### config.mk
export PLATFORM = sky130hd
export DESIGN_NAME = captive_allowlist_forward_filter_flat
export DESIGN_NICKNAME = d
export VERILOG_FILES = /design/src/rtl/core/caff_pkg.sv /design/src/rtl/core/caff_req_if.sv /design/src/rtl/core/caff_res_if.sv /design/src/rtl/core/caff_cfg.sv /design/src/rtl/core/caff_dp.sv /design/src/rtl/core/caff_ctrl.sv /design/src/rtl/core/captive_allowlist_forward_filter.sv /design/src/flat_wrapper.sv
export VERILOG_INCLUDE_DIRS = /design/src /design/src/rtl/core
export SDC_FILE = /design/constraint.sdc
export NUM_CORES = 2
export LEC_CHECK = 0
export BUFFER_PORTS_ARGS = -buffer_cell sky130_fd_sc_hd__buf_2
export CAP_MARGIN = 10
export CORE_ASPECT_RATIO = 1.2
export CORE_MARGIN = 4
export CORE_UTILIZATION = 35
export DETAILED_ROUTE_END_ITERATION = 6
export HOLD_SLACK_MARGIN = 0.1
export PLACE_DENSITY = 0.61
export SKIP_CTS_REPAIR_TIMING = 1
export SKIP_LAST_GASP = 1
export SYNTH_ARGS = -nofsm -noshare
export SYNTH_HDL_FRONTEND = slang
export SYNTH_SLANG_ARGS = --single-unit
### constraint.sdc
create_clock -name clk -period 5.05 [get_ports clk]
set_input_delay 0.505 -clock clk [delete_from_list [all_inputs] [get_ports clk]]
set_output_delay 0.505 -clock clk [all_outputs]
set_load 0.01 [all_outputs]
### src/rtl/core/assert_macros.svh
// assertion macros shared by the filter rtl
// expects clk and rst_n in the scope where a macro is used
`ifndef ASSERT_MACROS_SVH
`define ASSERT_MACROS_SVH

// same-cycle implication, checked outside reset
`define CAFF_ASSERT(lbl, ante, cons, msg) \
  lbl: assert property (@(posedge clk) disable iff (!rst_n) (ante) |-> (cons)) \
    else $error(msg);

// next-cycle implication, checked outside reset
`define CAFF_ASSERT_NXT(lbl, ante, cons, msg) \
  lbl: assert property (@(posedge clk) disable iff (!rst_n) (ante) |=> (cons)) \
    else $error(msg);

`endif

### src/rtl/core/caff_pkg.sv
// shared types and constants of the allow-list forwarding filter
// no dependencies; imported by every rtl module
package caff_pkg;

  typedef enum logic [1:0] {
    REQ_CHECK      = 2'd0,
    REQ_GRANT      = 2'd1,
    REQ_REVOKE     = 2'd2,
    REQ_REVOKE_ALL = 2'd3
  } caff_req_t;

  localparam logic [1:0] VERDICT_DROP      = 2'd0;
  localparam logic [1:0] VERDICT_FORWARD   = 2'd1;
  localparam logic [1:0] VERDICT_MALFORMED = 2'd2;

  localparam logic [1:0] ST_DONE      = 2'd0;
  localparam logic [1:0] ST_PRESENT   = 2'd1;
  localparam logic [1:0] ST_FULL      = 2'd2;
  localparam logic [1:0] ST_NOT_FOUND = 2'd3;

  localparam logic [1:0] EV_NONE   = 2'd0;
  localparam logic [1:0] EV_AUTH   = 2'd1;
  localparam logic [1:0] EV_DEAUTH = 2'd2;

  localparam logic [31:0] SUBNET_MASK     = 32'hFFFF_FF00;
  localparam logic [15:0] PORT_HTTP       = 16'd80;
  localparam logic [15:0] PORT_PORTAL     = 16'd2121;
  localparam logic [15:0] PORT_API        = 16'd4869;
  localparam logic [15:0] MINER_PORT_RST  = 16'd3333;
  localparam logic [15:0] MIN_IP_LEN      = 16'd20;
  localparam logic [15:0] MIN_TCP_LEN     = 16'd40;
  localparam logic [7:0]  PROTO_ICMP      = 8'd1;
  localparam logic [7:0]  PROTO_TCP       = 8'd6;
  localparam logic [7:0]  PROTO_UDP       = 8'd17;

  localparam int          CFG_ADDR_W      = 3;
  localparam logic        REG_AP_ADDRESS  = 1'b0;
  localparam logic        REG_MINER_PORT  = 1'b1;

  typedef struct packed {
    logic load;
    logic look;
    logic decide;
    logic drain_load;
  } caff_cmd_t;

  typedef struct packed {
    caff_req_t req_type;
    logic      tbl_empty;
    logic      drain_last;
  } caff_sts_t;

endpackage

### src/rtl/core/caff_req_if.sv
// request channel of the filter: valid/ready plus request payload
// no dependencies
interface caff_req_if;
  logic        valid;
  logic        ready;
  logic [1:0]  req_type;
  logic [31:0] peer_ip;
  logic [15:0] segment_len;
  logic [31:0] src_ip;
  logic [31:0] dst_ip;
  logic [7:0]  protocol;
  logic [15:0] dest_port;

  modport source (
    output valid, req_type, peer_ip, segment_len, src_ip, dst_ip, protocol, dest_port,
    input  ready
  );
  modport sink (
    input  valid, req_type, peer_ip, segment_len, src_ip, dst_ip, protocol, dest_port,
    output ready
  );
endinterface

### src/rtl/core/caff_res_if.sv
// result channel of the filter: valid/ready plus result payload
// no dependencies
interface caff_res_if;
  logic        valid;
  logic        ready;
  logic [1:0]  verdict;
  logic [1:0]  op_status;
  logic [1:0]  auth_event;
  logic [31:0] event_ip;
  logic [4:0]  entry_count;
  logic        last;

  modport source (
    output valid, verdict, op_status, auth_event, event_ip, entry_count, last,
    input  ready
  );
  modport sink (
    input  valid, verdict, op_status, auth_event, event_ip, entry_count, last,
    output ready
  );
endinterface

### src/rtl/core/caff_cfg.sv
// apb configuration registers: access point address and extra sandbox port
// depends on caff_pkg
module caff_cfg import caff_pkg::*; (
  input  logic                  clk,
  input  logic                  rst_n,
  input  logic                  psel,
  input  logic                  penable,
  input  logic                  pwrite,
  input  logic [CFG_ADDR_W-1:0] paddr,
  input  logic [31:0]           pwdata,
  output logic [31:0]           prdata,
  output logic                  pready,
  output logic [31:0]           ap_address,
  output logic [15:0]           miner_port
);

  logic [31:0] ap_address_r;
  logic [15:0] miner_port_r;
  logic        wr_en;

  assign pready = 1'b1;
  assign wr_en  = psel & penable & pwrite;

  always_ff @(posedge clk) begin
    if (!rst_n) begin
      ap_address_r <= '0;
      miner_port_r <= MINER_PORT_RST;
    end else if (wr_en) begin
      unique case (paddr[2])
        REG_AP_ADDRESS: ap_address_r <= pwdata;
        REG_MINER_PORT: miner_port_r <= pwdata[15:0];
        default: ;
      endcase
    end
  end

  always_comb begin
    unique case (paddr[2])
      REG_AP_ADDRESS: prdata = ap_address_r;
      REG_MINER_PORT: prdata = {16'd0, miner_port_r};
      default:        prdata = '0;
    endcase
  end

  assign ap_address = ap_address_r;
  assign miner_port = miner_port_r;

endmodule

### src/rtl/core/caff_dp.sv
// datapath: request capture, allow table with parallel compare,
// verdict logic and result register; depends on caff_pkg
`include "assert_macros.svh"
module caff_dp import caff_pkg::*; #(
  parameter int MAX_ENTRIES = 16
) (
  input  logic        clk,
  input  logic        rst_n,
  input  caff_cmd_t   cmd,
  output caff_sts_t   sts,
  input  logic [1:0]  in_req_type,
  input  logic [31:0] in_peer_ip,
  input  logic [15:0] in_segment_len,
  input  logic [31:0] in_src_ip,
  input  logic [31:0] in_dst_ip,
  input  logic [7:0]  in_protocol,
  input  logic [15:0] in_dest_port,
  input  logic [31:0] ap_address,
  input  logic [15:0] miner_port,
  output logic [1:0]  out_verdict,
  output logic [1:0]  out_op_status,
  output logic [1:0]  out_auth_event,
  output logic [31:0] out_event_ip,
  output logic [4:0]  out_entry_count,
  output logic        out_last
);

  localparam int CNT_W = $clog2(MAX_ENTRIES + 1);
  localparam int IDX_W = (MAX_ENTRIES > 1) ? $clog2(MAX_ENTRIES) : 1;

  // captured request
  caff_req_t   req_type_r;
  logic [31:0] peer_ip_r;
  logic [15:0] seg_len_r;
  logic [31:0] src_ip_r;
  logic [31:0] dst_ip_r;
  logic [7:0]  protocol_r;
  logic [15:0] dest_port_r;

  // allow table
  logic [31:0]      entry_r [MAX_ENTRIES];
  logic [CNT_W-1:0] count_r;
  logic [CNT_W-1:0] count_nxt;

  // lookup stage
  logic [MAX_ENTRIES-1:0] hit_vec;
  logic [31:0]            key;
  logic [IDX_W-1:0]       hit_slot;
  logic [CNT_W-1:0]       cnt_m1;
  logic                   hit_r;
  logic [IDX_W-1:0]       slot_r;
  logic [31:0]            last_ent_r;

  // revoke-all drain
  logic [IDX_W-1:0] drain_idx_r;
  logic [CNT_W-1:0] drain_n_r;

  // decision
  logic [15:0]      tcp_port;
  logic             port_ok;
  logic             sandbox_ok;
  logic [1:0]       judge;
  logic [1:0]       res_verdict;
  logic [1:0]       res_status;
  logic [1:0]       res_event;
  logic [31:0]      res_ip;
  logic             tbl_we;
  logic [IDX_W-1:0] tbl_wa;
  logic [31:0]      tbl_wd;
  logic [CNT_W+4:0] cnt_ext;

  // result register
  logic [1:0]  verdict_r;
  logic [1:0]  status_r;
  logic [1:0]  event_r;
  logic [31:0] event_ip_r;
  logic [4:0]  ecount_r;
  logic        last_r;

  always_ff @(posedge clk) begin
    if (cmd.load) begin
      req_type_r  <= caff_req_t'(in_req_type);
      peer_ip_r   <= in_peer_ip;
      seg_len_r   <= in_segment_len;
      src_ip_r    <= in_src_ip;
      dst_ip_r    <= in_dst_ip;
      protocol_r  <= in_protocol;
      dest_port_r <= in_dest_port;
    end
  end

  // parallel compare against all live entries, lowest slot wins
  assign key    = (req_type_r == REQ_CHECK) ? src_ip_r : peer_ip_r;
  assign cnt_m1 = count_r - CNT_W'(1);

  always_comb begin
    for (int i = 0; i < MAX_ENTRIES; i++) begin
      hit_vec[i] = (CNT_W'(i) < count_r) && (entry_r[i] == key);
    end
  end

  always_comb begin
    hit_slot = '0;
    for (int i = MAX_ENTRIES - 1; i >= 0; i--) begin
      if (hit_vec[i]) hit_slot = IDX_W'(i);
    end
  end

  always_ff @(posedge clk) begin
    if (cmd.look) begin
      hit_r      <= |hit_vec;
      slot_r     <= hit_slot;
      last_ent_r <= entry_r[cnt_m1[IDX_W-1:0]];
    end
  end

  // packet verdict
  assign tcp_port   = (seg_len_r >= MIN_TCP_LEN) ? dest_port_r : 16'd0;
  assign port_ok    = (tcp_port == PORT_HTTP) || (tcp_port == PORT_PORTAL) ||
                      (tcp_port == PORT_API) || (tcp_port == miner_port);
  assign sandbox_ok = (dst_ip_r == ap_address) &&
                      (((protocol_r == PROTO_TCP) && port_ok) ||
                       (protocol_r == PROTO_UDP) || (protocol_r == PROTO_ICMP));

  always_comb begin
    priority if (seg_len_r < MIN_IP_LEN)                                  judge = VERDICT_MALFORMED;
    else if ((src_ip_r & SUBNET_MASK) != (ap_address & SUBNET_MASK))  judge = VERDICT_FORWARD;
    else if (hit_r)                                                   judge = VERDICT_FORWARD;
    else if (sandbox_ok)                                              judge = VERDICT_FORWARD;
    else                                                              judge = VERDICT_DROP;
  end

  always_comb begin
    res_verdict = VERDICT_DROP;
    res_status  = ST_DONE;
    res_event   = EV_NONE;
    res_ip      = '0;
    tbl_we      = 1'b0;
    tbl_wa      = slot_r;
    tbl_wd      = last_ent_r;
    count_nxt   = count_r;
    unique case (req_type_r)
      REQ_CHECK: begin
        res_verdict = judge;
      end
      REQ_GRANT: begin
        if (hit_r) begin
          res_status = ST_PRESENT;
        end else if (count_r >= CNT_W'(MAX_ENTRIES)) begin
          res_status = ST_FULL;
        end else begin
          tbl_we    = 1'b1;
          tbl_wa    = count_r[IDX_W-1:0];
          tbl_wd    = peer_ip_r;
          count_nxt = count_r + CNT_W'(1);
          res_event = EV_AUTH;
          res_ip    = peer_ip_r;
        end
      end
      REQ_REVOKE: begin
        if (!hit_r) begin
          res_status = ST_NOT_FOUND;
        end else begin
          // last entry fills the freed slot
          tbl_we    = 1'b1;
          count_nxt = cnt_m1;
          res_event = EV_DEAUTH;
          res_ip    = peer_ip_r;
        end
      end
      REQ_REVOKE_ALL: begin
        count_nxt = '0;
      end
      default: ;
    endcase
  end

  assign cnt_ext = {5'd0, count_nxt};

  always_ff @(posedge clk) begin
    if (cmd.decide && tbl_we) entry_r[tbl_wa] <= tbl_wd;
  end

  always_ff @(posedge clk) begin
    if (!rst_n) begin
      count_r     <= '0;
      drain_idx_r <= '0;
      drain_n_r   <= '0;
    end else if (cmd.decide) begin
      count_r     <= count_nxt;
      drain_idx_r <= '0;
      drain_n_r   <= count_r;
    end else if (cmd.drain_load) begin
      drain_idx_r <= drain_idx_r + IDX_W'(1);
    end
  end

  always_ff @(posedge clk) begin
    if (cmd.decide) begin
      verdict_r  <= res_verdict;
      status_r   <= res_status;
      event_r    <= res_event;
      event_ip_r <= res_ip;
      ecount_r   <= cnt_ext[4:0];
      last_r     <= 1'b1;
    end else if (cmd.drain_load) begin
      verdict_r  <= VERDICT_DROP;
      status_r   <= ST_DONE;
      event_r    <= EV_DEAUTH;
      event_ip_r <= entry_r[drain_idx_r];
      ecount_r   <= '0;
      last_r     <= sts.drain_last;
    end
  end

  assign sts.req_type   = req_type_r;
  assign sts.tbl_empty  = (count_r == '0);
  assign sts.drain_last = ((CNT_W'(drain_idx_r) + CNT_W'(1)) == drain_n_r);

  assign out_verdict     = verdict_r;
  assign out_op_status   = status_r;
  assign out_auth_event  = event_r;
  assign out_event_ip    = event_ip_r;
  assign out_entry_count = ecount_r;
  assign out_last        = last_r;

  `CAFF_ASSERT(a_count_bound, 1'b1, count_r <= CNT_W'(MAX_ENTRIES), "table count above capacity")

endmodule

### src/rtl/core/caff_ctrl.sv
// controller: sequences capture, lookup, decision and result drain
// depends on caff_pkg
`include "assert_macros.svh"
module caff_ctrl import caff_pkg::*; (
  input  logic      clk,
  input  logic      rst_n,
  input  logic      in_valid,
  output logic      in_ready,
  output logic      out_valid,
  input  logic      out_ready,
  input  caff_sts_t sts,
  output caff_cmd_t cmd
);

  typedef enum logic [4:0] {
    S_IDLE   = 5'b00001,
    S_LOOK   = 5'b00010,
    S_DECIDE = 5'b00100,
    S_DRAIN  = 5'b01000,
    S_WAIT   = 5'b10000
  } caff_state_t;

  caff_state_t state_r, state_nxt;
  logic        out_valid_r, out_valid_nxt;

  always_comb begin
    state_nxt     = state_r;
    out_valid_nxt = out_valid_r;
    cmd           = '0;
    in_ready      = 1'b0;
    unique case (state_r)
      S_IDLE: begin
        in_ready = 1'b1;
        if (in_valid) begin
          cmd.load  = 1'b1;
          state_nxt = S_LOOK;
        end
      end
      S_LOOK: begin
        cmd.look  = 1'b1;
        state_nxt = S_DECIDE;
      end
      S_DECIDE: begin
        cmd.decide = 1'b1;
        if (sts.req_type == REQ_REVOKE_ALL && !sts.tbl_empty) begin
          state_nxt = S_DRAIN;
        end else begin
          out_valid_nxt = 1'b1;
          state_nxt     = S_WAIT;
        end
      end
      S_DRAIN: begin
        // one deauth request per cleared entry
        if (!out_valid_r || out_ready) begin
          cmd.drain_load = 1'b1;
          out_valid_nxt  = 1'b1;
          if (sts.drain_last) state_nxt = S_WAIT;
        end
      end
      S_WAIT: begin
        if (out_ready) begin
          out_valid_nxt = 1'b0;
          state_nxt     = S_IDLE;
        end
      end
      default: begin
        out_valid_nxt = 1'b0;
        state_nxt     = S_IDLE;
      end
    endcase
  end

  always_ff @(posedge clk) begin
    if (!rst_n) begin
      state_r     <= S_IDLE;
      out_valid_r <= 1'b0;
    end else begin
      state_r     <= state_nxt;
      out_valid_r <= out_valid_nxt;
    end
  end

  assign out_valid = out_valid_r;

  `CAFF_ASSERT(a_idle_no_pending, in_ready, !out_valid_r, "ready while a result is pending")
  `CAFF_ASSERT_NXT(a_accept_to_look, in_valid && in_ready, state_r == S_LOOK, "accept did not start lookup")
  `CAFF_ASSERT_NXT(a_drain_end, cmd.drain_load && sts.drain_last, state_r == S_WAIT && out_valid_r, "drain did not end on last entry")

endmodule

### src/rtl/core/captive_allowlist_forward_filter.sv
// captive portal allow-list filter, top level: apb registers, controller, datapath
// a result is registered via the compare and decide states after its request is accepted;
// a new request is taken only in idle, after that result is taken; revoke all gives one
// result per cycle after the first while out_ready holds, up to MAX_ENTRIES results
// reset: synchronous active-low rst_n empties the table and restores registers, no clearing pass
module captive_allowlist_forward_filter import caff_pkg::*; #(
  parameter int MAX_ENTRIES = 16
) (
  input  logic                  clk,
  input  logic                  rst_n,
  caff_req_if.sink              in_if,
  caff_res_if.source            out_if,
  input  logic                  psel,
  input  logic                  penable,
  input  logic                  pwrite,
  input  logic [CFG_ADDR_W-1:0] paddr,
  input  logic [31:0]           pwdata,
  output logic [31:0]           prdata,
  output logic                  pready
);

  caff_cmd_t   cmd;
  caff_sts_t   sts;
  logic [31:0] ap_address;
  logic [15:0] miner_port;

  caff_cfg u_cfg (
    .clk        (clk),
    .rst_n      (rst_n),
    .psel       (psel),
    .penable    (penable),
    .pwrite     (pwrite),
    .paddr      (paddr),
    .pwdata     (pwdata),
    .prdata     (prdata),
    .pready     (pready),
    .ap_address (ap_address),
    .miner_port (miner_port)
  );

  caff_ctrl u_ctrl (
    .clk       (clk),
    .rst_n     (rst_n),
    .in_valid  (in_if.valid),
    .in_ready  (in_if.ready),
    .out_valid (out_if.valid),
    .out_ready (out_if.ready),
    .sts       (sts),
    .cmd       (cmd)
  );

  caff_dp #(
    .MAX_ENTRIES (MAX_ENTRIES)
  ) u_dp (
    .clk             (clk),
    .rst_n           (rst_n),
    .cmd             (cmd),
    .sts             (sts),
    .in_req_type     (in_if.req_type),
    .in_peer_ip      (in_if.peer_ip),
    .in_segment_len  (in_if.segment_len),
    .in_src_ip       (in_if.src_ip),
    .in_dst_ip       (in_if.dst_ip),
    .in_protocol     (in_if.protocol),
    .in_dest_port    (in_if.dest_port),
    .ap_address      (ap_address),
    .miner_port      (miner_port),
    .out_verdict     (out_if.verdict),
    .out_op_status   (out_if.op_status),
    .out_auth_event  (out_if.auth_event),
    .out_event_ip    (out_if.event_ip),
    .out_entry_count (out_if.entry_count),
    .out_last        (out_if.last)
  );

endmodule
### src/flat_wrapper.sv
// flat-port wrapper written by rule: the top's interface ports become plain ports
module captive_allowlist_forward_filter_flat import caff_pkg::*;
#(
  parameter int MAX_ENTRIES = 16
)
  (clk, rst_n, psel, penable, pwrite, paddr, pwdata, prdata, pready, in_if_valid, in_if_req_type, in_if_peer_ip, in_if_segment_len, in_if_src_ip, in_if_dst_ip, in_if_protocol, in_if_dest_port, in_if_ready, out_if_valid, out_if_verdict, out_if_op_status, out_if_auth_event, out_if_event_ip, out_if_entry_count, out_if_last, out_if_ready);
  caff_req_if in_if_i ();
  caff_res_if out_if_i ();
  input  logic clk;
  input  logic rst_n;
  input  logic psel;
  input  logic penable;
  input  logic pwrite;
  input  logic [CFG_ADDR_W-1:0] paddr;
  input  logic [31:0] pwdata;
  output logic [31:0] prdata;
  output logic pready;
  input wire logic [$bits(in_if_i.valid)-1:0] in_if_valid;
  input wire logic [$bits(in_if_i.req_type)-1:0] in_if_req_type;
  input wire logic [$bits(in_if_i.peer_ip)-1:0] in_if_peer_ip;
  input wire logic [$bits(in_if_i.segment_len)-1:0] in_if_segment_len;
  input wire logic [$bits(in_if_i.src_ip)-1:0] in_if_src_ip;
  input wire logic [$bits(in_if_i.dst_ip)-1:0] in_if_dst_ip;
  input wire logic [$bits(in_if_i.protocol)-1:0] in_if_protocol;
  input wire logic [$bits(in_if_i.dest_port)-1:0] in_if_dest_port;
  output wire logic [$bits(in_if_i.ready)-1:0] in_if_ready;
  output wire logic [$bits(out_if_i.valid)-1:0] out_if_valid;
  output wire logic [$bits(out_if_i.verdict)-1:0] out_if_verdict;
  output wire logic [$bits(out_if_i.op_status)-1:0] out_if_op_status;
  output wire logic [$bits(out_if_i.auth_event)-1:0] out_if_auth_event;
  output wire logic [$bits(out_if_i.event_ip)-1:0] out_if_event_ip;
  output wire logic [$bits(out_if_i.entry_count)-1:0] out_if_entry_count;
  output wire logic [$bits(out_if_i.last)-1:0] out_if_last;
  input wire logic [$bits(out_if_i.ready)-1:0] out_if_ready;
  assign in_if_i.valid = in_if_valid;
  assign in_if_i.req_type = in_if_req_type;
  assign in_if_i.peer_ip = in_if_peer_ip;
  assign in_if_i.segment_len = in_if_segment_len;
  assign in_if_i.src_ip = in_if_src_ip;
  assign in_if_i.dst_ip = in_if_dst_ip;
  assign in_if_i.protocol = in_if_protocol;
  assign in_if_i.dest_port = in_if_dest_port;
  assign in_if_ready = in_if_i.ready;
  assign out_if_valid = out_if_i.valid;
  assign out_if_verdict = out_if_i.verdict;
  assign out_if_op_status = out_if_i.op_status;
  assign out_if_auth_event = out_if_i.auth_event;
  assign out_if_event_ip = out_if_i.event_ip;
  assign out_if_entry_count = out_if_i.entry_count;
  assign out_if_last = out_if_i.last;
  assign out_if_i.ready = out_if_ready;
  captive_allowlist_forward_filter #(.MAX_ENTRIES(MAX_ENTRIES)) u_core (.clk(clk), .rst_n(rst_n), .in_if(in_if_i), .out_if(out_if_i), .psel(psel), .penable(penable), .pwrite(pwrite), .paddr(paddr), .pwdata(pwdata), .prdata(prdata), .pready(pready));
endmodule
==> results.ini <==
[logic_synthesis]
synth_xor_area_share_pct=12.3
synth_adder_area_share_pct=0.270
async_flop_share_pct=0
synth_top_area_share_pct=52.5
synth_top_family_by_area=multiplexers
ys_types=61
synth_edf_count=728
synth_nets=2897
synth_area_leaders=edfxtp_1 52%, mux4_2 17%, xnor2_1 8.1%
synth_top_area_cell=edfxtp_1
synth_compound_gate_area_share_pct=2.93
ys_ff_latch=801
syn_avg_cell_area_um2=15.4
syn_inst=2708
synth_top_cells_by_count=728 x edfxtp_1, 384 x xnor2_1, 320 x mux4_2, 221 x nand2_1, 200 x xor2_1
synth_flop_cell=edfxtp_1
synthMuxAreaShare_pct=19.4
yosysMostFrequentCell=edfxtp_1
syn_area_um2=41700
ys_warn_count=0
seq_area_frac_synth_pct=56.0
synth_simple_gate_area_share_pct=7.32

[sta]
holdWs_ps=77.5
worstMarginPinSlew_ps=1190
drv_slew=0
period_needed_ps=4470
fmax_mhz=224
setup_viol=0
hold_viol=0
fin_crit_sh_pct=88.5
setup-tns-final_ps=0
maxSlewHeadroom_pct=19.7
fin_skew_ps=33.5
rsz0062_at_grt=false

[setup_path]
path_depth=11
arrival_ps=4920
startpoint_type=flip-flop
crit_family=simple AND/OR/NAND/NOR gates
worst-path-buf-inv=2
cp-end-kind=flip-flop
r2r-start=u_core.u_dp.req_type_r[0]
r2r_slack_ps=580
crit_required_ps=5500
endpoint=u_core.u_dp.slot_r[3]
path_common_cell=nor4_1
slowest_stage=nor4_1
critPathLaunch=u_core.u_dp.req_type_r[0]
ff2ff_path_depth=11
worstSetupPathType=flip-flop to flip-flop
crit_path_max_fanout=15
path_cells=inv_1 -> ha_4 -> buf_12 -> mux2i_4 -> xnor2_1 -> nor4_1 -> nand4_1 -> or4_1 -> nor4_2 -> nor4_1 -> and3_1
max_stage_delay_ps=700
timing.rr.end=u_core.u_dp.slot_r[3]

[global_routing]
grt_pass1_vias=27400
grt_first_pass_wirelength_mm=232
antenna_found_initial=9
overflow=0
grt_max_degree=65
grt_usage_pct=27.3

[power]
seqPwrFrac_pct=46.7
intPower_mw=11.8
switching_share_pct=26.5
vdd_drop_max_uv=244
power_density_nw_per_um2=319
power_mw=16.0
combPwrFrac_pct=11.6
cellLeakagePower_nw=15.9
power.switching_mw=4.24
p_clk_share_pct=41.6

[clock_network]
ctsLongestPathBuffers=3
clk-insertion-delay-late_ps=710
htreeDepth=3
cts.clk_slew.worst_paths_ps=70
cts_num_sinks=801
cts_tree=done
cts-root-buf=clkbuf_16
numCtsBuffers=85

[die]
core-area_um2=118000
dieArea_um2=125000
start_util_pct=35.3
io_pins=259
rows=138
die_h_um=386
die_x_um=323

[place]
dpl.hpwl_mm=127
dpl-instance-area_um2=45700
io_buffers=253
place_congestion=1.10

[outcome]
run_status=completed

[flow_run]
max_cap_violations=0

[finish]
fin_area_um2=50200
nets=3392
drive_gt1_share_pct=28.9
syn_to_final_growth_pct=20.6

[hold_path]
hp-class=input pin to flip-flop
worstHoldStart=pwdata[28]
whs_path_depth=3

[drt]
drtPass1Iterations=6
drc_errors=0
via_per_inst=5.91
vias=28500
drt_first_iter_violations=3839
drt-wirelength-per-cell_um=36.2
routed_wl_mm=174
postRouteAntennaNets=0

-- layer usage --
layer / GRT usage [%] / up-vias / part of all wire, %
met2: 43.7 / 1962 / 47
met3: 5.71 / 409 / 8.9
met4: 19.8 / 2 / 8.6
li1: - / 11600 / -
met5: 0 / - / 0.0075
met1: 32.6 / 14600 / 36
-- how the worst min path moves through the flow --
stage / end / slack [ps]
floorplan: u_core.u_dp.drain_n_r[2] / 450
global placement: u_core.u_dp.drain_n_r[1] / 470
detailed placement: u_core.u_dp.drain_n_r[1] / 470
CTS: u_core.u_dp.dst_ip_r[26] / -70
global route: u_core.u_cfg.ap_address[14] / 100
finish: u_core.u_cfg.ap_address[28] / 80
-- flip-flops by register name (all words and copies together) (netlist names), 32 cells and up, named ones only --
name / flops
u_core.u_cfg.ap_address: 32
u_core.u_dp.dst_ip_r: 32
u_core.u_dp.entry_r: 512
u_core.u_dp.last_ent_r: 32
u_core.u_dp.out_event_ip: 32
u_core.u_dp.peer_ip_r: 32
u_core.u_dp.src_ip_r: 32
-- power by group through the flow --
stage	Sequential, mW	Clock [mW]	Combinational (mW)
final	7.49	6.67	1.87
after floorplan	7.58	0	0.859
after global placement	7.63	0	1.72
after global routing	7.49	7.03	1.88
after CTS	7.49	6.75	1.72
after detailed placement	7.63	0	1.71
-- kinds of logic after synthesis --
logic type	after synthesis
adder cells (fa/ha/maj)	9
multiplexers	370
AO/OA/AOI/OAI	172
AND/OR/NAND/NOR	603
buffers and inverters	168
other	1
XOR/XNOR	584
flip-flops	801
-- cell usage in the layout, fill, tap and decap left out, types with 17 or more instances in the layout --
master,netlist,routed
buf_4,10,132
nor2_4,0,17
clkbuf_16,0,87
mux4_2,320,320
dlygate4sd3_1,0,163
edfxtp_1,728,728
nor3_1,24,24
nor4_1,97,97
o21ai_0,18,18
mux2i_4,29,29
nor2b_1,25,25
a21oi_1,26,25
nor2_1,78,60
xnor2_1,384,383
nand2_1,221,219
nand4_1,72,72
dfxtp_1,73,68
xor2_1,200,200
a21boi_0,50,50
a22o_1,32,32
nand3_1,29,29
buf_2,24,253
-- through the flow --
step                      instances  util (%)  setup WS (ps)
after floorplan                2708         -            131
after global placement         4492      38.7            725
after detailed placement       4493      38.7            710
after CTS                      4650      41.1            681
after global routing           4815      42.5            553
final                          4820      42.5            583
-- worst min-delay path, cell delays in order --
cell and delay, ps:
buf_2 90, nand2_1 50, a21boi_0 70
-- final cells by class --
type / instances / area, um^2
antenna: 7 / 17.5
clock buffer: 97 / 2220
tap: 1540 / 1930
clock inverter: 60 / 703
inverter: 14 / 52.6
multi-input combinational: 1739 / 17800
fill: 10700 / 67900
sequential: 801 / 23300
timing repair buffer: 562 / 4170
(Power assumes the default switching activity.)
